<file path="src/rtl/core/cbd_pkg.sv">
package cbd_pkg;

    // configuration register indexes
    localparam logic [1:0] REG_MODE   = 2'd0;
    localparam logic [1:0] REG_OFFSET = 2'd1;

    localparam logic [1:0]  MODE_RESET   = 2'd1;
    localparam logic [15:0] OFFSET_RESET = 16'd2048;

    localparam int MODE_SUB_BIT   = 0;
    localparam int MODE_CURVE_BIT = 1;
    localparam logic [1:0] MODE_FULL_CURVE = 2'd3;

    // quantizer modes carried in the low bits of each sub-block word
    localparam logic [1:0] QM_SPLIT  = 2'd0;
    localparam logic [1:0] QM_X64    = 2'd1;
    localparam logic [1:0] QM_X128   = 2'd2;
    localparam logic [1:0] QM_PACKED = 2'd3;

    localparam int CODE_W = 10;

    // reciprocal constants for the packed codes
    localparam logic [8:0]  DIV11_RECIP   = 9'd373;
    localparam int          DIV11_SHIFT   = 12;
    localparam logic [10:0] MOD176_RECIP  = 11'd1489;
    localparam int          MOD176_SHIFT  = 18;
    localparam logic [7:0]  MOD176_BASE   = 8'd176;

    typedef struct packed {
        logic [31:0] even_word;
        logic [31:0] odd_word;
    } block_t;

    typedef struct packed {
        logic [15:0] pixel_0;
        logic [15:0] pixel_1;
        logic [15:0] pixel_2;
        logic [15:0] pixel_3;
        logic [15:0] pixel_4;
        logic [15:0] pixel_5;
        logic [15:0] pixel_6;
        logic [15:0] pixel_7;
    } pixels_t;

    typedef struct packed {
        logic [1:0]              qmode;
        logic [3:0][CODE_W-1:0]  q;
    } codes_t;

endpackage

</file>
<file path="src/rtl/core/cbd_sub_decode.sv">
module cbd_sub_decode (
    input  logic [31:0]    word,
    output cbd_pkg::codes_t codes
);

    logic [1:0]  qmode;
    logic [9:0]  f0;
    logic [9:0]  f1;
    logic [9:0]  f2;
    logic [9:0]  f3;
    logic [9:0]  a;
    logic [9:0]  b;
    logic [9:0]  p1;
    logic [9:0]  p2;
    logic [14:0] k0;
    logic [14:0] k1;
    logic [15:0] div_prod0;
    logic [15:0] div_prod1;
    logic [21:0] mod_prod0;
    logic [21:0] mod_prod1;
    logic [3:0]  quot0;
    logic [3:0]  quot1;
    logic [3:0]  mq0;
    logic [3:0]  mq1;
    logic [10:0] rem0;
    logic [10:0] rem1;
    logic [10:0] mod0;
    logic [10:0] mod1;

    assign qmode = word[1:0];
    assign f0 = {1'b0, word[10:2]};
    assign f1 = {3'b000, word[17:11]};
    assign f2 = {3'b000, word[24:18]};
    assign f3 = {3'b000, word[31:25]};

    // field prediction
    always_comb
    begin
        if (qmode == cbd_pkg::QM_X128 && f0 >= 10'd384)
        begin
            a = f0;
            b = f1 + 10'd384;
        end
        else if (f1 >= 10'd64)
        begin
            a = f0;
            b = f0 + f1 - 10'd64;
        end
        else
        begin
            a = f0 + 10'd64 - f1;
            b = f0;
        end
        p1 = (a >= 10'd64) ? a - 10'd64 : 10'd0;
        p2 = (b >= 10'd64) ? b - 10'd64 : 10'd0;
        if (qmode == cbd_pkg::QM_X128)
        begin
            if (p1 > 10'd384)
                p1 = 10'd384;
            if (p2 > 10'd384)
                p2 = 10'd384;
        end
    end

    // packed codes: divide by 11 and modulo 176 through reciprocals
    assign k0 = word[16:2];
    assign k1 = word[31:17];
    assign div_prod0 = 16'(k0[14:8]) * 16'(cbd_pkg::DIV11_RECIP);
    assign div_prod1 = 16'(k1[14:8]) * 16'(cbd_pkg::DIV11_RECIP);
    assign quot0 = 4'(div_prod0 >> cbd_pkg::DIV11_SHIFT);
    assign quot1 = 4'(div_prod1 >> cbd_pkg::DIV11_SHIFT);
    assign mod_prod0 = 22'(k0[14:4]) * 22'(cbd_pkg::MOD176_RECIP);
    assign mod_prod1 = 22'(k1[14:4]) * 22'(cbd_pkg::MOD176_RECIP);
    assign mq0 = 4'(mod_prod0 >> cbd_pkg::MOD176_SHIFT);
    assign mq1 = 4'(mod_prod1 >> cbd_pkg::MOD176_SHIFT);
    // quotient estimate may be one low, fix with one subtract
    assign rem0 = k0[14:4] - 11'(12'(mq0) * 12'(cbd_pkg::MOD176_BASE));
    assign rem1 = k1[14:4] - 11'(12'(mq1) * 12'(cbd_pkg::MOD176_BASE));
    assign mod0 = (rem0 >= 11'(cbd_pkg::MOD176_BASE))
                  ? rem0 - 11'(cbd_pkg::MOD176_BASE) : rem0;
    assign mod1 = (rem1 >= 11'(cbd_pkg::MOD176_BASE))
                  ? rem1 - 11'(cbd_pkg::MOD176_BASE) : rem1;

    always_comb
    begin
        codes.qmode = qmode;
        if (qmode == cbd_pkg::QM_PACKED)
        begin
            codes.q[0] = {2'b00, quot0, k0[3:0]};
            codes.q[1] = mod0[9:0];
            codes.q[2] = {2'b00, quot1, k1[3:0]};
            codes.q[3] = mod1[9:0];
        end
        else
        begin
            codes.q[0] = p1 + f2;
            codes.q[1] = a;
            codes.q[2] = b;
            codes.q[3] = p2 + f3;
        end
    end

endmodule

</file>
<file path="config.mk">
export PLATFORM = sky130hd
export DESIGN_NAME = cbd_sub_decode
export DESIGN_NICKNAME = d
export VERILOG_FILES = /design/src/rtl/core/cbd_pkg.sv /design/src/rtl/core/cbd_sub_decode.sv
export SDC_FILE = /design/constraint.sdc
export NUM_CORES = 1
export LEC_CHECK = 0
export BUFFER_PORTS_ARGS = -buffer_cell sky130_fd_sc_hd__buf_2
export CAP_MARGIN = 20
export CORE_MARGIN = 2
export CORE_UTILIZATION = 32
export DETAILED_ROUTE_END_ITERATION = 10
export GPL_TIMING_DRIVEN = 0
export PLACE_DENSITY_LB_ADDON = 0.2
export SLEW_MARGIN = 20
export SYNTH_ARGS = -nofsm -noshare
export SYNTH_HDL_FRONTEND = slang
export SYNTH_SLANG_ARGS = --single-unit
export TNS_END_PERCENT = 10
</file>
<file path="constraint.sdc">
create_clock -name vclk -period 32.1
set_input_delay 9.63 -clock vclk [all_inputs]
set_output_delay 9.63 -clock vclk [all_outputs]
set_load 0.01 [all_outputs]
</file>
# --- After elaboration in Yosys (flattened, before gate mapping) ---
# Index checks and enable logic that the tools add are counted.
op_classes:
  n_lt_le_gt_ge: 8
  add_sub_neg: 13
  reduce_logical: 1
  muxes: 13
  multipliers: 6
  n_eq_ne: 2
op_table:
  columns: ["operator", "n"]
  rows:
  - ["2-to-1 mux 10 bit", 12]
  - ["multiplier 11 x 11 -> 22 bit, second input constant", 2]
  - ["2-to-1 mux 40 bit", 1]
  - ["multiplier 7 x 9 -> 16 bit, second input constant", 2]
  - ["subtractor 10 x 7 -> 10 bit, second input constant", 3]
  - [">= comparator 11 x 8 -> 1 bit, second input constant", 2]
  - ["subtractor 11 bit", 2]
  - ["adder 10 x 7 -> 10 bit", 2]
  - [">= comparator 10 x 7 -> 1 bit, second input constant", 2]
  - ["greater-than comparator 10 x 9 -> 1 bit, second input constant", 2]
  - ["subtractor 10 x 8 -> 10 bit, second input constant", 2]
  - ["multiplier 4 x 4 -> 7 bit, second input constant", 2]
  - ["adder 7 x 9 -> 10 bit, second input constant", 1]
  - ["adder 9 x 7 -> 10 bit", 1]
  - ["adder 9 x 7 -> 10 bit, second input constant", 1]
  - ["subtractor 10 x 7 -> 10 bit", 1]
  - [">= comparator 9 bit, second input constant", 1]
  - [">= comparator 7 bit, second input constant", 1]
  - ["== test 2 bit, second input constant", 2]
  - ["logical AND 1 bit", 1]
word_totals:
  reg_bits: 0
  word_cells: 43

# --- Depth between registers and ports, before layout ---
logic_depth:
  depth_word: 11
  mapped_depth: 34
  mapped_depth_nobuf: 34

# --- Worst setup path after synthesis ---
# OpenSTA, ideal clock, no wires.
synth_path:
  path_type: "in2out"
  from: "input port word[22]"
  to: "output port codes[38] (netlist bit)"
  required_ps: 22470
  arrival_time_ps: 16617
  path_slack_ps: 5853
  stages: 30
  path_cell_list: "ha_1 -> xor2_1 -> ha_1 -> fa_1 -> fa_1 -> inv_1 -> fa_1 -> inv_1 -> ha_1 -> a211o_1 -> a31oi_1 -> o21ai_0 -> a21o_1 -> a21o_1 -> a21oi_1 -> xnor2_1 -> ha_1 -> ha_1 -> ha_1 -> a21o_1 -> a21oi_1 -> xor2_1 -> ha_1 -> inv_1 -> a2111oi_0 -> a2111o_1 -> nor4_1 -> mux2i_1 -> nand2_1 -> o311ai_1"
synth_rtl:
  columns: ["element", "line", "rtl"]
  rows:
  - ["start, declared", "cbd_sub_decode.sv:2", "input logic [31:0] word,"]
  - ["end, declared", "cbd_sub_decode.sv:3", "output cbd_pkg::codes_t codes"]

==> flow_summary.json <==
{
  "critPathSlowestCell": "fa_1",
  "relSlewSlack": 0.3753,
  "overflow": 0,
  "routedWlPerCell_um": 16.82,
  "area_growth_pct": 8.855,
  "antenna_left": 0,
  "cpLargestDelayFamily": "adder cells",
  "regArea_um2": 0,
  "post-cts-setup-buffers": 0,
  "utilization": 0.3507,
  "required_ns": 22.47,
  "synth.net_count": 1539,
  "worst-path-stages": 32,
  "netlist_area_um2": 9778,
  "fp.dieH_um": 178.8,
  "rsz0062_at_grt": "false",
  "drv_cap": 0,
  "gp_congestion": 0.8731,
  "period_needed_ns": 27.62,
  "drive_gt1_frac": 0.09551,
  "fillers": 3220,
  "final_cells": 1600,
  "firstDrtPassIters": 5,
  "arrival_ns": 17.99,
  "cp_common_cell": "ha_1",
  "finalHoldViolations": 0,
  "setup_viol": 0,
  "crit_start": "word[24]",
  "layout_worst_path_cycle_share": 0.8605,
  "start_util": 0.3222,
  "drc": 0,
  "fmax_mhz": 36.20,
  "cts.repair.resized": 0,
  "rows": 64,
  "grt_pass1_vias": 8277,
  "end_kind": "primary output",
  "path_class": "primary input to primary output",
  "die_area_um2": 31970,
  "synth.yosys.seq_area_share": 0,
  "worst-slew-pin-transition_ns": 0.9327,
  "synth_cell_type_count": 87,
  "num_vias": 8081,
  "worst_slack_ns": 4.479,
  "mostFrequentLayoutCell": "ha_1",
  "mostFrequentLayoutCells": "ha_1 (287), inv_1 (190), fa_1 (90), buf_2 (76), nor2_1 (69)",
  "synth_largest_area_cell": "ha_1",
  "synthTopCellsByArea": "ha_1 (37%), fa_1 (18%), inv_1 (7.3%)",
  "post-place-ws_ns": 4.387,
  "grt_usage": 0.1734,
  "seq_cell_count": 0,
  "outcome": "finished, final reports clean",
  "port-buffer-count": 74,
  "critical-path-max-stage-delay_ns": 0.56,
  "synth.avg_cell_area_um2": 8.653,
  "vias_per_cell": 5.051,
  "antennaDiodeCount": 0,
  "cp-endpoint": "codes[38]",
  "coreArea_um2": 30350,
  "wirelength_mm": 26.92,
  "postCtsHoldBufs": 0,
  "path_buf_inv": 5,
  "grt_max_degree": 13,
  "drtIter0Drc": 373,
  "yosys_warnings": 0,
  "io-pin-count": 74,
  "synth_top_area_share": 0.3672,
  "clock_buffers": 0,
  "final.setup.tns_ns": 0,
  "post-dp-hpwl_mm": 23.36,
  "critPathMaxFanout": 8,
  "grt_pass1_wl_mm": 44.15,
  "synth_cells": 1130,
  "final_nets": 1615,
  "die_w_um": 178.8,
  "critPathLaunchType": "primary input",
  "slew_viol_final": 0,
  "dp_cells": 1600,
  "min_path_type": "primary input to primary output",
  "antenna_found_initial": 1
}
==> routing by layer <==
metal | track usage | share of wire
met5 | 0 | 0.00048
met4 | 0.01016 | 0.0071
met3 | 0.002120 | 0.016
met2 | 0.3215 | 0.50
met1 | 0.2348 | 0.48
==> Yosys cell counts, types with 3 or more instances <==
cell type	count
ha_1	287
inv_1	190
fa_1	90
nor2_1	69
a21oi_1	60
nand2_1	45
xnor2_1	41
o21ai_0	38
a21o_1	27
nor3_1	26
xor2_1	21
nand3_1	16
mux2i_1	14
o21a_1	11
o31ai_1	11
a31oi_1	10
nor2b_1	10
nand2b_1	9
a211oi_1	8
nand4_1	8
and2_1	7
and3_1	7
clkbuf_1	6
nor4_1	6
o21bai_1	6
or3_1	5
a211o_1	4
a21boi_0	4
o211a_1	4
o211ai_1	4
a2111oi_0	3
a22oi_1	3
a31o_2	3
and4_1	3
buf_4	3
nor3b_1	3
o21ai_1	3
o22ai_1	3
==> how the worst min path moves through the flow <==
stage / depth (start not counted) / slack (ns) / start / to
CTS: 3 / 19.66 / word[0] / codes[40]
global placement: 3 / 19.65 / word[0] / codes[40]
finish: 3 / 19.65 / word[0] / codes[40]
global route: 3 / 19.68 / word[0] / codes[40]
detailed placement: 3 / 19.66 / word[0] / codes[40]
floorplan: 1 / 19.35 / word[1] / codes[9]
==> cells by family after synthesis <==
family | synth area share
adders and majority gates | 0.5515
AOI/OAI and AO/OA | 0.1727
and+or+nand+nor | 0.1213
buffers and inverters | 0.08087
xor gates and xnor gates | 0.05553
muxes | 0.01804
==> stage by stage <==
step           hold slack [ns]  cell area [µm²]
6_report                 19.65            10640
5_1_grt                  19.68            10640
4_1_cts                  19.66            10640
3_5_place_dp             19.66            10640
3_3_place_gp             19.65            10640
2_1_floorplan            19.35             9778
==> final cells by class <==
cell class | instances | area, µm² | share of cell area
Timing Repair Buffer | 74 | 370.4 | 0.03479
Multi-Input combinational cell | 925 | 8987 | 0.8444
Buffer | 14 | 73.82 | 0.006935
Inverter | 191 | 716.9 | 0.06736
Tap cell | 396 | 495.5 | 0.04655
Power is left out: the tool's default activity adds up to more than one toggle a clock period on the data nets, which glitch-free logic cannot reach.
