File: src/rtl/core/cbd_pkg.sv
package cbd_pkg;

    // configuration register indexes
    localparam logic [1:0] REG_MODE   = 2'd0;
    localparam logic [1:0] REG_OFFSET = 2'd1;

    localparam logic [1:0]  MODE_RESET   = 2'd1;
    localparam logic [15:0] OFFSET_RESET = 16'd2048;

    localparam int MODE_SUB_BIT   = 0;
    localparam int MODE_CURVE_BIT = 1;
    localparam logic [1:0] MODE_FULL_CURVE = 2'd3;

    // quantizer modes carried in the low bits of each sub-block word
    localparam logic [1:0] QM_SPLIT  = 2'd0;
    localparam logic [1:0] QM_X64    = 2'd1;
    localparam logic [1:0] QM_X128   = 2'd2;
    localparam logic [1:0] QM_PACKED = 2'd3;

    localparam int CODE_W = 10;

    // reciprocal constants for the packed codes
    localparam logic [8:0]  DIV11_RECIP   = 9'd373;
    localparam int          DIV11_SHIFT   = 12;
    localparam logic [10:0] MOD176_RECIP  = 11'd1489;
    localparam int          MOD176_SHIFT  = 18;
    localparam logic [7:0]  MOD176_BASE   = 8'd176;

    typedef struct packed {
        logic [31:0] even_word;
        logic [31:0] odd_word;
    } block_t;

    typedef struct packed {
        logic [15:0] pixel_0;
        logic [15:0] pixel_1;
        logic [15:0] pixel_2;
        logic [15:0] pixel_3;
        logic [15:0] pixel_4;
        logic [15:0] pixel_5;
        logic [15:0] pixel_6;
        logic [15:0] pixel_7;
    } pixels_t;

    typedef struct packed {
        logic [1:0]              qmode;
        logic [3:0][CODE_W-1:0]  q;
    } codes_t;

endpackage

File: src/rtl/core/cbd_pixel_finish.sv
module cbd_pixel_finish (
    input  logic [15:0] pixel_in,
    input  logic [1:0]  mode,
    input  logic [15:0] offset,
    output logic [15:0] pixel_out
);

    logic [15:0] curved;
    logic [16:0] sum;

    // piecewise expansion curve
    always_comb
    begin
        curved = pixel_in;
        if (mode[cbd_pkg::MODE_CURVE_BIT])
        begin
            if (mode == cbd_pkg::MODE_FULL_CURVE && pixel_in < 16'h4000)
                curved = pixel_in >> 2;
            else if (pixel_in < 16'h1000)
                curved = pixel_in >> 4;
            else if (pixel_in < 16'h1800)
                curved = (pixel_in - 16'h0800) >> 3;
            else if (pixel_in < 16'h3000)
                curved = (pixel_in - 16'h1000) >> 2;
            else if (pixel_in < 16'h6000)
                curved = (pixel_in - 16'h2000) >> 1;
            else if (pixel_in < 16'hC000)
                curved = pixel_in - 16'h4000;
            else
                curved = (pixel_in - 16'h8000) << 1;
        end
    end

    assign sum = {1'b0, curved} + {1'b0, offset};
    assign pixel_out = sum[16] ? 16'hFFFF : sum[15:0];

endmodule
File: config.mk
export PLATFORM = sky130hd
export DESIGN_NAME = cbd_pixel_finish
export DESIGN_NICKNAME = d
export VERILOG_FILES = /design/src/rtl/core/cbd_pkg.sv /design/src/rtl/core/cbd_pixel_finish.sv
export SDC_FILE = /design/constraint.sdc
export NUM_CORES = 1
export LEC_CHECK = 0
export BUFFER_PORTS_ARGS = -buffer_cell sky130_fd_sc_hd__buf_4
export CORE_ASPECT_RATIO = 0.7
export CORE_MARGIN = 1
export CORE_UTILIZATION = 45
export DETAILED_ROUTE_END_ITERATION = 16
export PLACE_DENSITY = 0.71
export SYNTH_ARGS = -nofsm -noshare
export SYNTH_HDL_FRONTEND = slang
export SYNTH_SLANG_ARGS = --single-unit
File: constraint.sdc
create_clock -name vclk -period 3.9
set_input_delay 0.585 -clock vclk [all_inputs]
set_output_delay 0.585 -clock vclk [all_outputs]
set_load 0.005 [all_outputs]
Word-level counts from Yosys, hierarchy flattened
Cells that the tools add are included.

Bits in registers: 0. Input bits: 34. Output and inout bits: 16. Logic and storage cells: 22.

$add $sub $neg: 6. $lt $le $gt $ge: 6. Eq/ne operators: 1. Multiplexer cells: 8. Reduce and logical (&&, ||, !) cells: 1.

Operators by type and width (number): $mux W16 (8); $lt A16 B13 Y1 const B (2); $lt A16 B15 Y1 const B (2); $add A16 B16 Y17 (1); $lt A16 B14 Y1 const B (1); $lt A16 B16 Y1 const B (1); $sub A16 B12 Y16 const B (1); $sub A16 B13 Y16 const B (1); $sub A16 B14 Y16 const B (1); $sub A16 B15 Y16 const B (1); $sub A15 B1 Y15 const B (1); $eq A2 B2 Y1 const B (1); $logic_and A1 B1 Y1 (1).

Depth between registers and ports, before layout
Depth in word-level cells: 10. Gate-level depth with buffers: 20.

Worst setup path after synthesis
No wires, ideal clock.

Path kind: input to output. Start point: input pixel_in[15]. End point: output pixel_out[11]. Arrival time: 3603 ps. Data required time: 3315 ps. Slack: -288 ps. Cell stages on the path: 19. Cells stage by stage: buf_2 inv_1 ha_1 and2b_1 buf_2 nor2b_1 o31ai_1 a22oi_1 a21oi_1 ha_1 inv_1 fa_1 nand2b_1 a21oi_1 o2111ai_2 a21oi_2 a21oi_4 buf_6 nand2_1.

Cells in the longest elaborated chain, start to end: 10. Elaborated cells between the ends (all ways): 20. Those cells by class: add/sub (5); order compare (6); mux (8); reduce/logical (1).

RTL lines: from (decl) (line cbd_pixel_finish.sv:2) `input logic [15:0] pixel_in,`; $sub A16 B15 Y16 / $lt A16 B16 Y1 (equally long branches) (line cbd_pixel_finish.sv:28, cbd_pixel_finish.sv:27); $mux W16 (line cbd_pixel_finish.sv:27) `else if (pixel_in < 16'hC000)`; $mux W16 (line cbd_pixel_finish.sv:25) `else if (pixel_in < 16'h6000)`; $mux W16 (line cbd_pixel_finish.sv:23) `else if (pixel_in < 16'h3000)`; $mux W16 (line cbd_pixel_finish.sv:21) `else if (pixel_in < 16'h1800)`; $mux W16 (line cbd_pixel_finish.sv:19) `else if (pixel_in < 16'h1000)`; $mux W16 (line cbd_pixel_finish.sv:17) `if (mode == cbd_pkg::MODE_FULL_CURVE && pixel_in < 16'h4000)`; $mux W16 * (line cbd_pixel_finish.sv:15) `if (mode[cbd_pkg::MODE_CURVE_BIT])`; $add A16 B16 Y17 * (line cbd_pixel_finish.sv:34) `assign sum = {1'b0, curved} + {1'b0, offset};`; $mux W16 * (line cbd_pixel_finish.sv:35) `assign pixel_out = sum[16] ? 16'hFFFF : sum[15:0];`; to (decl) (line cbd_pixel_finish.sv:5) `output logic [15:0] pixel_out`.

Every way passes the cells marked *; elsewhere a longest branch is shown, timed or not.

Worst setup path in the final report
Start point: input pixel_in[13]. End point: output pixel_out[10].

Cells in the longest elaborated chain, start to end: 10. Elaborated cells between the ends (all ways): 21. Those cells by class: add/sub (6); order compare (6); mux (8); reduce/logical (1).

RTL lines: $sub A16 B15 Y16, or another cell as far along (line cbd_pixel_finish.sv:28) `curved = pixel_in - 16'h4000;`; $mux W16 (line cbd_pixel_finish.sv:27); $mux W16 (line cbd_pixel_finish.sv:25); $mux W16 (line cbd_pixel_finish.sv:23); $mux W16 (line cbd_pixel_finish.sv:21); $mux W16 (line cbd_pixel_finish.sv:19); $mux W16 (line cbd_pixel_finish.sv:17); $mux W16 * (line cbd_pixel_finish.sv:15); $add A16 B16 Y17 * (line cbd_pixel_finish.sv:34); $mux W16 * (line cbd_pixel_finish.sv:35).

Marks and branches as above.

==> impl_metrics.prom <==
# TYPE chip_impl_metric gauge
chip_impl_metric{name="ioPinCount",unit=""} 50
chip_impl_metric{name="grt_pass1_vias",unit=""} 3104
chip_impl_metric{name="buffer_ports.inserted",unit=""} 50
chip_impl_info{name="synth_top_cells_by_area",value="sky130_fd_sc_hd__ha_1, sky130_fd_sc_hd__nand2_1, sky130_fd_sc_hd__a21oi_1, sky130_fd_sc_hd__o21ai_0, sky130_fd_sc_hd__nor2_1"} 1
chip_impl_metric{name="crit_required",unit="ps"} 3310
chip_impl_info{name="critical_path_type",value="in2out"} 1
chip_impl_metric{name="worst-endpoint-arrival",unit="ps"} 4050
chip_impl_metric{name="max_slew.worst_pin.slew",unit="ps"} 503
chip_impl_metric{name="grt_antenna_before_repair",unit=""} 0
chip_impl_metric{name="synth_warnings",unit=""} 0
chip_impl_info{name="endpoint_kind",value="output pin"} 1
chip_impl_metric{name="synth-seq-area-share",unit="%"} 0
chip_impl_metric{name="hold_violation_count_in_the_final_report",unit=""} 0
chip_impl_metric{name="cts_hold_buf",unit=""} 0
chip_impl_metric{name="pre_cts_slack",unit="ps"} -511
chip_impl_info{name="hold_class",value="in2out"} 1
chip_impl_metric{name="final_net_count",unit=""} 532
chip_impl_metric{name="layout_worst_path_cycle_share",unit="%"} 119
chip_impl_metric{name="grt_usage",unit="%"} 36.5
chip_impl_metric{name="routed_metal_1_wire_length",unit="um"} 4150
chip_impl_metric{name="die_x",unit="um"} 85.9
chip_impl_metric{name="postRouteAntennaNets",unit=""} 0
chip_impl_metric{name="synth_nets",unit=""} 398
chip_impl_metric{name="met3RoutedLength",unit="um"} 1290
chip_impl_metric{name="drt-wirelength-per-cell",unit="um"} 21.2
chip_impl_metric{name="start_util",unit="%"} 49.0
chip_impl_metric{name="yosys.area.top_type_share",unit="%"} 16.4
chip_impl_metric{name="dieArea",unit="sq um"} 5220
chip_impl_info{name="top_layer_in_use",value="met4"} 1
chip_impl_metric{name="n_sequential_cell",unit=""} 0
chip_impl_metric{name="fmax",unit="MHz"} 216
chip_impl_metric{name="postSynthCellCount",unit=""} 334
chip_impl_info{name="rsz0062_at_grt",value="yes"} 1
chip_impl_metric{name="wire_length_of_the_first_global_routing_pass",unit="um"} 15100
chip_impl_metric{name="slew_violations",unit=""} 0
chip_impl_metric{name="post_synth.cell_area_avg",unit="sq um"} 6.64
chip_impl_metric{name="p_per_area",unit="nW/um^2"} 231
chip_impl_metric{name="synth.cell_area",unit="sq um"} 2220
chip_impl_metric{name="max_slew_margin",unit="%"} 66.2
chip_impl_metric{name="via_count",unit=""} 3490
chip_impl_metric{name="antenna-diode-count",unit=""} 0
chip_impl_metric{name="timing.final.setup_violations",unit=""} 16
chip_impl_metric{name="timing.hold.ws",unit="ps"} 1620
chip_impl_info{name="run_status",value="finished with violations"} 1
chip_impl_metric{name="cell_leakage_power",unit="nW"} 1.77
chip_impl_metric{name="finalWorstPathRequiredPeriod",unit="ps"} 4640
chip_impl_info{name="synth_largest_area_cell",value="sky130_fd_sc_hd__ha_1"} 1
chip_impl_metric{name="overflow",unit=""} 0
chip_impl_metric{name="clock_buffer_count",unit=""} 0
chip_impl_metric{name="core_region",unit="sq um"} 4530
chip_impl_metric{name="die_h",unit="um"} 60.7
chip_impl_info{name="violations",value="setup timing"} 1
chip_impl_metric{name="wl_met2",unit="um"} 5040
chip_impl_metric{name="vdd_ir_drop_max",unit="uV"} 166
chip_impl_metric{name="synth.distinct_cells",unit=""} 57
chip_impl_metric{name="drc",unit=""} 0
chip_impl_metric{name="drv.max_cap_violation_count",unit=""} 0
chip_impl_metric{name="seqCellArea",unit="sq um"} 0
chip_impl_metric{name="drt_total_wl",unit="um"} 11300
chip_impl_metric{name="timing.setup.tns",unit="ps"} -7380
chip_impl_metric{name="detailedPlacementHpwl",unit="um"} 5820
chip_impl_metric{name="worst-path-max-fanout",unit=""} 6
chip_impl_metric{name="via_count_normalized_by_instance_count",unit=""} 6.56
chip_impl_info{name="type_of_element_launching_the_critical_path",value="input port"} 1
chip_impl_metric{name="drive_above_1_share",unit="%"} 48.5
chip_impl_metric{name="dr.pass1.iters",unit=""} 5
chip_impl_metric{name="drt_iter0_markers",unit=""} 494
chip_impl_metric{name="grt_start_max_net_pins",unit=""} 17
chip_impl_metric{name="worst_setup_slack_final",unit="ps"} -735
chip_impl_metric{name="flow.area_growth_from_synthesis",unit="%"} 76.1
chip_impl_metric{name="gp_routability_congestion",unit=""} 0.951
chip_impl_metric{name="fp-row-count",unit=""} 20
synth_stat cells (all sizes together), types with 7 or more instances:
library cell,number
a21oi,38
o311ai,7
nor2,30
inv,12
buf,13
mux2i,9
clkbuf,12
o211ai,7
nand2b,8
xnor2,10
o21ai,25
nand2,49
ha,29
critical path, stage by stage:
cell                        delay (ps)
sky130_fd_sc_hd__buf_8             110
sky130_fd_sc_hd__inv_4              60
sky130_fd_sc_hd__ha_1              170
sky130_fd_sc_hd__a21oi_2            80
sky130_fd_sc_hd__buf_4             150
sky130_fd_sc_hd__o21ai_4           300
sky130_fd_sc_hd__buf_4             200
sky130_fd_sc_hd__buf_4             120
sky130_fd_sc_hd__nand2_1            60
sky130_fd_sc_hd__a32o_1            280
sky130_fd_sc_hd__fa_2              380
sky130_fd_sc_hd__nand2b_4          170
sky130_fd_sc_hd__a21oi_4           180
sky130_fd_sc_hd__o2111ai_4         200
sky130_fd_sc_hd__and2_1            240
sky130_fd_sc_hd__xnor2_1           430
sky130_fd_sc_hd__nand2b_4          240
sky130_fd_sc_hd__buf_4             110
layer usage:
metal,global-route usage (%),vias to the layer above
met5,0,-
met4,17.4,0
met3,3.54,101
met2,63.6,304
met1,46.6,1591
li1,-,1494
cell type report:
class / count / area, sq um
inverter: 12 / 57.6
multi-input combinational: 297 / 2410
tap: 66 / 82.6
timing repair buffer: 157 / 1350
fill: 249 / 626
path summary, 6_finish.rpt:
| kind | endpoint | startpoint | cells after the start |
|---|---|---|---|
| max | pixel_out[10] | pixel_in[13] | 18 |
| min | pixel_out[0] | offset[0] | 4 |
layout by cell type (no fill, tap or decap), types with 5 or more instances in the layout:
cell,instances
sky130_fd_sc_hd__nand2_1,40
sky130_fd_sc_hd__buf_4,134
sky130_fd_sc_hd__o221ai_1,6
sky130_fd_sc_hd__nor2_1,29
sky130_fd_sc_hd__nand2_4,9
sky130_fd_sc_hd__ha_4,5
sky130_fd_sc_hd__o21ai_0,19
sky130_fd_sc_hd__nand3_1,5
sky130_fd_sc_hd__xnor2_1,10
sky130_fd_sc_hd__o211ai_1,7
sky130_fd_sc_hd__inv_1,7
sky130_fd_sc_hd__xor2_1,6
sky130_fd_sc_hd__buf_12,5
sky130_fd_sc_hd__nand2b_1,5
sky130_fd_sc_hd__ha_1,22
sky130_fd_sc_hd__a21oi_2,7
sky130_fd_sc_hd__nor2b_1,5
sky130_fd_sc_hd__buf_6,13
sky130_fd_sc_hd__a21oi_1,27
sky130_fd_sc_hd__mux2i_1,8
per-stage QoR:
stage               area, sq um  util [%]  cells  total power (W)
floorplan                  2280         -    334         0.000360
global placement           3260      72.1    510         0.000630
detailed placement         3260      72.1    510         0.000646
CTS                        3790      83.6    527         0.000798
global route               3900      86.2    532         0.000946
finish                     3900      86.2    532         0.000903
what timing repair did:
| action | in CTS | in global routing |
|---|---|---|
| gates cloned | 3 | 0 |
| setup buffers | 14 | 7 |
| pin swaps | 18 | 16 |
| resized for setup | 78 | 29 |
| setup endpoints to repair | 16 | 16 |
cell families (layout without fill, tap and decap cells):
family	after synthesis	after routing	synth area share (%)
AND/OR/NAND/NOR	114	114	23.2
adder cells (fa/ha/maj)	30	30	17.3
XOR/XNOR	16	16	6.32
multiplexers	10	10	4.74
buffers and inverters	37	169	8.18
AO/OA/AOI/OAI	127	127	40.3
report_power, final:
group / internal (W) / switching, W
Sequential: 0 / 0
Clock: 0 / 0
Combinational: 0.000460 / 0.000443
Total: 0.000460 / 0.000443
(Power assumes the default switching activity.)
