$ cat src/rtl/core/cbd_pkg.sv
package cbd_pkg;

    // configuration register indexes
    localparam logic [1:0] REG_MODE   = 2'd0;
    localparam logic [1:0] REG_OFFSET = 2'd1;

    localparam logic [1:0]  MODE_RESET   = 2'd1;
    localparam logic [15:0] OFFSET_RESET = 16'd2048;

    localparam int MODE_SUB_BIT   = 0;
    localparam int MODE_CURVE_BIT = 1;
    localparam logic [1:0] MODE_FULL_CURVE = 2'd3;

    // quantizer modes carried in the low bits of each sub-block word
    localparam logic [1:0] QM_SPLIT  = 2'd0;
    localparam logic [1:0] QM_X64    = 2'd1;
    localparam logic [1:0] QM_X128   = 2'd2;
    localparam logic [1:0] QM_PACKED = 2'd3;

    localparam int CODE_W = 10;

    // reciprocal constants for the packed codes
    localparam logic [8:0]  DIV11_RECIP   = 9'd373;
    localparam int          DIV11_SHIFT   = 12;
    localparam logic [10:0] MOD176_RECIP  = 11'd1489;
    localparam int          MOD176_SHIFT  = 18;
    localparam logic [7:0]  MOD176_BASE   = 8'd176;

    typedef struct packed {
        logic [31:0] even_word;
        logic [31:0] odd_word;
    } block_t;

    typedef struct packed {
        logic [15:0] pixel_0;
        logic [15:0] pixel_1;
        logic [15:0] pixel_2;
        logic [15:0] pixel_3;
        logic [15:0] pixel_4;
        logic [15:0] pixel_5;
        logic [15:0] pixel_6;
        logic [15:0] pixel_7;
    } pixels_t;

    typedef struct packed {
        logic [1:0]              qmode;
        logic [3:0][CODE_W-1:0]  q;
    } codes_t;

endpackage

$ cat src/rtl/core/cbd_dequant.sv
module cbd_dequant (
    input  logic [cbd_pkg::CODE_W-1:0] code,
    input  logic [1:0]                 qmode,
    output logic [15:0]                value
);

    logic [18:0] q;
    logic [18:0] wide;

    assign q = 19'(code);

    always_comb
    begin
        unique case (qmode)
            cbd_pkg::QM_SPLIT:
                wide = (q < 19'd320) ? q << 4 : (q - 19'd160) << 5;
            cbd_pkg::QM_X64:
                wide = q << 6;
            cbd_pkg::QM_X128:
                wide = q << 7;
            cbd_pkg::QM_PACKED:
            begin
                if (q < 19'd94)
                    wide = q << 8;
                else if (((q - 19'd47) << 9) > 19'h0FFFF)
                    wide = 19'h0FFFF;
                else
                    wide = (q - 19'd47) << 9;
            end
            default:
                wide = '0;
        endcase
    end

    assign value = wide[15:0];

endmodule

$ cat config.mk
export PLATFORM = sky130hd
export DESIGN_NAME = cbd_dequant
export DESIGN_NICKNAME = d
export VERILOG_FILES = /design/src/rtl/core/cbd_pkg.sv /design/src/rtl/core/cbd_dequant.sv
export SDC_FILE = /design/constraint.sdc
export NUM_CORES = 1
export LEC_CHECK = 0
export ABC_AREA = 1
export BUFFER_PORTS_ARGS = -buffer_cell sky130_fd_sc_hd__buf_4
export CORE_MARGIN = 10
export CORE_UTILIZATION = 54
export DETAILED_ROUTE_END_ITERATION = 7
export PLACE_DENSITY = 0.85
export RECOVER_POWER = 100
export SLEW_MARGIN = 0
export SYNTH_ARGS = -nofsm -noshare
export SYNTH_HDL_FRONTEND = slang
export SYNTH_SLANG_ARGS = --single-unit
$ cat constraint.sdc
create_clock -name vclk -period 1.4
set_input_delay 0.07 -clock vclk [all_inputs]
set_output_delay 0.07 -clock vclk [all_outputs]
set_load 0.02 [all_outputs]
# Word level (Yosys, flattened, before mapping)

Index checks and enable logic that the tools add are counted.

Add/subtract/negate cells: 2
Magnitude comparators: 3
Equality and inequality tests: 3
Multiplexer cells: 4
Reductions and logical operators: 1

Operators by type and width:

| kind                                                         | count |
|---|---|
| one-hot mux 16 bit (4 select lines)                          | 1 |
| 2-to-1 mux 16 bit                                            | 3 |
| > comparator 19 x 16 -> 1 bit (second input constant)        | 1 |
| subtractor 10 x 8 -> 11 bit (second input constant)          | 1 |
| less-than comparator 10 x 7 -> 1 bit (second input constant) | 1 |
| less-than comparator 10 x 9 -> 1 bit (second input constant) | 1 |
| subtractor 10 x 6 -> 10 bit (second input constant)          | 1 |
| == test 2 bit (second input constant)                        | 2 |
| == test 2 x 1 -> 1 bit (second input constant)               | 1 |
| logical NOT 2 bit                                            | 1 |

Flip-flop bits (word level): 0
Input bits: 12
Output and inout bits: 16
Logic and storage cells: 13

# Depth between registers and ports, before layout

Gate-level depths: netlist of the first run.

Depth in word-level cells: 5
Mapped depth: 12
Mapped depth without buffers: 11

# Worst setup path before layout of the first run

OpenSTA, ideal clock, no wires.

Kind: input to output
From: in code[6] (netlist name)
To: out value[1]
Arrival time: 1.317 ns
Data required time: 1.330 ns
Setup slack: 0.013 ns
Stages on the path: 11
Buffers on the path: 1
Cells stage by stage: inv_1 -> ha_1 -> inv_1 -> nor2_1 -> nand2_1 -> a21oi_1 -> nor2_2 -> nand2_4 -> nand2_4 -> inv_1 -> buf_4

Cells in the longest elaborated chain, start to end: 5
Elaborated cells between the ends (all ways): 6
Classes of those cells: add/sub: 1; order compare: 2; mux: 3

RTL lines:

| item                                  | line              | source |
|---|---|---|
| from (decl)                           | cbd_dequant.sv:2  | `input logic [cbd_pkg::CODE_W-1:0] code,` |
| subtractor 10 x 6 -> 10 bit           | --                |  |
| > comparator 19 x 16 -> 1 bit         | cbd_dequant.sv:25 | `else if (((q - 19'd47) << 9) > 19'h0FFFF)` |
| 2-to-1 mux 16 bit                     | cbd_dequant.sv:25 |  |
| 2-to-1 mux 16 bit *                   | cbd_dequant.sv:23 | `if (q < 19'd94)` |
| one-hot mux 16 bit (4 select lines) * | cbd_dequant.sv:14 | `unique case (qmode)` |
| to (decl)                             | cbd_dequant.sv:4  | `output logic [15:0] value` |

Mark *: on every way between the ends. The rest lies on a longest branch, timed or not.

# Worst setup path in the final report of the first run

From: in code[1] (netlist name)
To: out value[12]

Cells in the longest elaborated chain, start to end: 5
Elaborated cells between the ends (all ways): 9
Classes of those cells: add/sub: 2; order compare: 3; mux: 4

RTL lines:

| item                                  | line              | source |
|---|---|---|
| subtractor 10 x 6 -> 10 bit           | cbd_dequant.sv:28 | `wide = (q - 19'd47) << 9;` |
| > comparator 19 x 16 -> 1 bit         | cbd_dequant.sv:25 |  |
| 2-to-1 mux 16 bit                     | cbd_dequant.sv:25 |  |
| 2-to-1 mux 16 bit                     | cbd_dequant.sv:23 |  |
| one-hot mux 16 bit (4 select lines) * | cbd_dequant.sv:14 |  |

Marked as above.

==> impl_results.md, run 1 <==
* Clock share of power at 0
* Kind of start point of the critical path: input port
* Fraction of synthesized area in multiplexers at 0
* Cell Pwr Density at 436.7 mW/mm^2
* Via/cell ratio at 6.706
* Worst Setup Slack, final at -0.1070 ns
* Worst path required time at 1.33 ns
* Headroom to the max-slew limit at 0.7782
* Effective utilization at floorplan at 0.5931
* Share of the yosys chip area belonging to registers at 0
* Adder-cell share of the synthesized area at 0.04688
* Unrepaired setup endpoints after global routing: yes
* Total length of routed wires at 4.069 mm
* Fraction of power spent switching nets at 0.6068
* Number of buffer cells added on primary ports at 28
* Critical path class: input port to output port
* Complex-gate fraction of the synthesized area at 0.3484
* Synthesized instance count at 144
* Combinational family with the most area after synthesis: simple AND/OR/NAND/NOR gates
* Commonest cells after routing, fill and taps aside: sky130_fd_sc_hd__buf_4, sky130_fd_sc_hd__nand2_1, sky130_fd_sc_hd__inv_1, sky130_fd_sc_hd__nand3_1, sky130_fd_sc_hd__nand2_2
* Critical path cell sequence: buf_8 -> ha_4 -> inv_2 -> o21ai_2 -> nand2_2 -> nand2_1 -> nand2_1 -> nand2_2 -> nand2_4 -> o21ai_2 -> nand3_1 -> buf_4
* Simple-gate share of the synthesized area at 0.3891
* Netlist cell types at 28
* Cell internal power dissipation at 0.2123 mW
* Hold buffer count at CTS at 0
* Cell area after synthesis at 800.8 sq um
* Highest cell delay on the worst timing path at between 0.15 and 0.2 ns
* Commonest non-fill, non-tap cell in the layout: sky130_fd_sc_hd__buf_4
* Sequential cell count at 0
* Std-Cell Rows at 13
* Initial DRC Count at roughly 140
* CP Depth at 12
* Fraction of layout cells with a size suffix above 1 at 0.5000
* Final clock period utilization by the worst path at 1.076
* Reported net switching power at 0.3275 mW
* Routed wire per std cell at 20.65 um
* Antenna Diode Count at 0
* Number of inserted filler cells in the final layout at 57
* Slowest cell on the critical path: sky130_fd_sc_hd__buf_4
* Crit path time final at roughly 1.5 ns
* Clock buffer instance count of the final layout at 0
* All-Layer GR Usage at 0.1725
* Core Area at 0.001350 sq mm
* Initial antenna violation count at 0
* Average cell area after synthesis at 5.561 sq um
* Via count at between 1000 and 1500
* Crit. Startpoint: code[1]
* Achievable frequency at 663.6 MHz
* WP buf/inv at 3
* Sequential cell area at 0 sq um
* Synth Net Count at between 150 and 200
* Share of the synthesized netlist area taken by xor and xnor gates at 0.03281
* Design Power at approximately 0.54 mW
* Die boundary height at 58.51 um
* Crit path max fanout at 6
* Logic pwr share at 1.000
* Hold Vio Cnt, Final at 0
* Kind of capture point of the worst setup path: output port
* Capturing instance or port of the critical path: value[12]
* Sequential Power Share at 0
* Result of the run: finished with violations
* Synth Warn # at 0
* Die area at between 0.003 and 0.004 sq mm
* Die X at approximately 60 um
* Via count of the first global-routing pass at 1096
* Final routed DRC violation total at 0
* Endpoint arrival time on the critical path at 1.44 ns
* Worst hold path type: input port to output port
* Cell leakage power at 0.6193 nW
* Hold WS at 0.5583 ns
* Max-slew violation count at 0
* Area added between synthesis and finish at 54.38%
* Slew at the pin with the worst max-slew slack at 0.3319 ns
* Crit-path leading delay family: simple AND/OR/NAND/NOR gates
* Ports placed on the boundary at 28
* Post-detailed-placement half-perimeter wirelength at 2.374 mm
* Routability congestion estimate from global placement at around 0.94
* Final setup TNS at -0.3656 ns
* Count of nets left with antenna violations after detail routing at 0
* Utilization after layout at 0.9157
* Multi-input combinational cell area at 759.5 sq um
* Number of detailed-routing iterations run before antenna repair at 5
* Violated checks: setup timing
* Global-route wire length before repair at 5.085 mm
* Final setup fails at 8
* Peak supply drop at 0.2625 mV
* Aggregate global routing overflow at 0
* Pin count of the biggest net entering global routing at 10
* Number of nets at the end of the flow at roughly 200
* Number of max-cap violations at 0
==> Yosys cell counts <==
cell type	instances	area (sq um)
sky130_fd_sc_hd__nor2_4	1	11.26
sky130_fd_sc_hd__o21bai_2	1	11.26
sky130_fd_sc_hd__nand4_1	1	6.260
sky130_fd_sc_hd__inv_2	5	18.77
sky130_fd_sc_hd__or2_0	1	6.260
sky130_fd_sc_hd__o21ai_0	7	35.03
sky130_fd_sc_hd__a21oi_2	1	8.760
sky130_fd_sc_hd__inv_1	22	82.58
sky130_fd_sc_hd__xor2_1	2	17.52
sky130_fd_sc_hd__ha_1	3	37.54
sky130_fd_sc_hd__a221oi_1	1	8.760
sky130_fd_sc_hd__nand3_2	1	10.01
sky130_fd_sc_hd__o21ai_4	1	16.27
sky130_fd_sc_hd__nand3_1	16	80.08
sky130_fd_sc_hd__a22oi_1	6	45.04
sky130_fd_sc_hd__nor2_2	4	25.02
sky130_fd_sc_hd__a21oi_1	11	55.05
sky130_fd_sc_hd__xnor2_1	1	8.760
sky130_fd_sc_hd__nand2_4	2	22.52
sky130_fd_sc_hd__nor2_1	6	22.52
sky130_fd_sc_hd__a31oi_1	1	6.260
sky130_fd_sc_hd__o21ai_2	5	43.79
sky130_fd_sc_hd__o22ai_1	7	43.79
sky130_fd_sc_hd__o21ai_1	1	5.000
sky130_fd_sc_hd__nand2_1	29	108.9
sky130_fd_sc_hd__buf_6	2	22.52
sky130_fd_sc_hd__nand2_2	3	18.77
sky130_fd_sc_hd__buf_4	3	22.52
==> cell families (layout without fill, tap and decap cells) <==
family          Yosys count  count (layout)
compound gates           42              42
fa+ha+maj                 3               3
simple gates             64              64
buf+inv                  32              70
xor+xnor                  3               3
==> worst min path at each step <==
stage,to,from,depth (start not counted)
floorplan,value[4],code[0],2
global placement,value[8],code[3],4
detailed placement,value[9],code[4],4
CTS,value[9],code[4],4
global route,value[7],code[2],4
finish,value[7],code[2],4
==> tightest hold or removal path, delay by kind of cell <==
family / cells / cell delay, ns
AO/OA/AOI/OAI: 1 / 0.07
AND/OR/NAND/NOR: 1 / 0.09
buffers and inverters: 2 / 0.25
==> power groups by stage <==
stage / registers (mW) / logic [mW] / clock network, mW
floorplan: 0 / 0.265 / 0
global placement: 0 / 0.437 / 0
detailed placement: 0 / 0.444 / 0
CTS: 0 / 0.467 / 0
global route: 0 / 0.568 / 0
finish: 0 / 0.540 / 0
==> metal layers <==
layer	vias up	GRT usage	share of wire
li1	560	-	-
met1	570	0.2029	0.34
met2	155	0.3126	0.45
met3	36	0.02790	0.14
met4	0	0.04027	0.064
met5	-	0	0
==> through the flow <==
step | setup WS, ns | instances | area (sq um)
detailed placement | -0.03917 | 197 | 1097
floorplan | 0.01335 | 144 | 800.8
global route | -0.1373 | 197 | 1236
CTS | -0.006559 | 197 | 1160
global placement | -0.005194 | 197 | 1097
finish | -0.1070 | 197 | 1236
==> area by class of cell <==
cell class / count / area share
Timing Repair Buffer: 43 / 0.2824
Inverter: 27 / 0.08806
Tap cell: 15 / 0.01518
Multi-Input combinational cell: 112 / 0.6144
==> repair_timing <==
item | 4_1_cts | 5_1_grt
buffers inserted | 0 | 0
pin swaps | 12 | 20
gates resized for setup | 16 | 27
endpoints found under the setup margin | 12 | 16
(Power assumes the default switching activity.)
==> run 2: changes to the inputs <==
CORE_UTILIZATION = 49   (was 54)
PLACE_DENSITY = 0.82   (was 0.85)
SKIP_LAST_GASP = 1   (was unset)
clock period = 1.33 ns   (was 1.4 ns; I/O delays follow)
==> run 2 against run 1 <==
Effect of this change: the run still ends with setup timing left; first-iteration DRC count fell by 22%; cell area rose by 8.1%; power rose by 8.7%; die area rose by 6.7%; highest routed layer unchanged.
==> impl_results.md, run 2 (synthesized netlist as in run 1, its figures left out) <==
* Result of the run: finished with violations
* Violated checks: setup timing
* Sequential cell count at 0
* All-Layer GR Usage at 0.1711
* Core Area at around 0.0015 sq mm
* Global-route wire length before repair at 5.230 mm
* Clock buffer instance count of the final layout at 0
* Die boundary height at 60.43 um
* Count of nets left with antenna violations after detail routing at 0
* Std-Cell Rows at 14
* Commonest cells after routing, fill and taps aside: sky130_fd_sc_hd__buf_4, sky130_fd_sc_hd__nand2_1, sky130_fd_sc_hd__inv_1, sky130_fd_sc_hd__buf_6, sky130_fd_sc_hd__nand3_1
* Utilization after layout at 0.8768
* Hold depth at 4
* Final clock period utilization by the worst path at 1.109
* Initial DRC Count at around 110
* Antenna Diode Count at 0
* Achievable frequency at 677.7 MHz
* Headroom to the max-slew limit at 0.7904
* Crit path time final at 1.476 ns
* Commonest non-fill, non-tap cell in the layout: sky130_fd_sc_hd__buf_4
* Final routed DRC violation total at 0
* Cell leakage power at approximately 0.67 nW
* Slew at the pin with the worst max-slew slack at around 0.31 ns
* Routed wire per std cell at about 17 um
* Unrepaired setup endpoints after global routing: yes
* Worst Setup Slack, final at -0.1456 ns
* Worst hold path type: input port to output port
* Hold Vio Cnt, Final at 0
* Critical path class: input port to output port
* Via count at 1282
* Number of detailed-routing iterations run before antenna repair at 4
* Via count of the first global-routing pass at 1178
* Final setup fails at 16
* Number of buffer cells added on primary ports at 28
* Kind of start point of the critical path: input port
* Hold buffer count at CTS at 0
* Ports placed on the boundary at 28
* Routability congestion estimate from global placement at 0.9364
* Design Power at just under 0.6 mW
* Peak supply drop at 0.3445 mV
* Initial antenna violation count at 0
* Endpoint arrival time on the critical path at 1.41 ns
* Die area at 0.003651 sq mm
* Sequential cell area at 0 sq um
* Fraction of layout cells with a size suffix above 1 at 0.5026
* Pin count of the biggest net entering global routing at 10
* Area added between synthesis and finish at 66.87%
* Cell Pwr Density at 439.1 mW/mm^2
* Crit path max fanout at 6
* Max-slew violation count at 0
* Total length of routed wires at 3.638 mm
* Via/cell ratio at between 6 and 7
* Aggregate global routing overflow at 0
* Worst path required time at approximately 1.3 ns
* Sink of the worst hold path: value[7]
* Hold Crit Start: code[2]
* Kind of capture point of the worst setup path: output port
* Post-detailed-placement half-perimeter wirelength at 2.538 mm
* Number of nets at the end of the flow at between 200 and 250
* Final setup TNS at -1.210 ns
* Number of max-cap violations at 0
* Effective utilization at floorplan at 0.5255
* Die X at slightly above 60 um
==> run 2: changes by cell type in the layout (fill, tap and decap cells not counted), sizes merged <==
cell	previous run	this run
inv	27	26
buf	43	53
clkinvlp	0	1
o21ai	14	15
==> run 2: metrics by stage <==
step                      setup WS [ns]  hold slack, ns  instance area, sq um  instances
final                           -0.1456          0.5400                  1336        209
after global routing            -0.2389          0.5659                  1336        209
after CTS                      -0.07412          0.5414                  1267        208
after detailed placement        -0.1349          0.5380                  1177        206
after global placement         -0.09959          0.5371                  1177        206
after floorplan                 0.01046          0.3369                 830.8        144
==> run 2: worst max-delay path, cell delays in order <==
cell	delay (ns)
sky130_fd_sc_hd__buf_6	0.09
sky130_fd_sc_hd__ha_4	0.14
sky130_fd_sc_hd__inv_2	0.04
sky130_fd_sc_hd__o21ai_2	0.15
sky130_fd_sc_hd__nand2_2	0.09
sky130_fd_sc_hd__nand2_1	0.09
sky130_fd_sc_hd__nand2_1	0.08
sky130_fd_sc_hd__nand2_2	0.10
sky130_fd_sc_hd__nand2_4	0.11
sky130_fd_sc_hd__o21ai_2	0.14
sky130_fd_sc_hd__nand3_1	0.12
sky130_fd_sc_hd__buf_4	0.18
==> run 2: worst max-delay path by stage <==
| stage | start | endpoint | slack, ns |
|---|---|---|---|
| final | code[1] | value[10] | -0.15 |
| after CTS | code[5] | value[1] | -0.07 |
| after floorplan | code[0] | value[1] | 0.01 |
| after global routing | code[1] | value[10] | -0.24 |
| after global placement | code[6] | value[3] | -0.1 |
| after detailed placement | code[6] | value[1] | -0.13 |
==> run 2: cell type report <==
cell class         instances  area [sq um]
multi-input cells        113         762.0
repair buffers            53         446.7
fillers                   87         187.7
inverters                 27         107.6
well taps                 16         20.02
==> run 2: timing repair <==
action                     CTS  global route
setup endpoints to repair   16            16
setup buffers                1             1
pin swaps                   12            14
resized for setup           20            15
cloned                       1             0
==> run 2: layer usage <==
layer / routed length (um) / track usage / up-vias
met2: 1794 / 0.3147 / 103
met5: 0 / 0 / -
met4: 91 / 0.03135 / 0
li1: - / - / 590
met1: 1338 / 0.2140 / 575
met3: 414 / 0.008351 / 14
==> run 2: power by group <==
| group | internal [mW] | switching, mW | total (mW) | leakage [nW] |
|---|---|---|---|---|
| logic | 0.251 | 0.336 | 0.587 | 0.669 |
| registers | 0 | 0 | 0 | 0 |
| clock network | 0 | 0 | 0 | 0 |
| total | 0.251 | 0.336 | 0.587 | 0.669 |
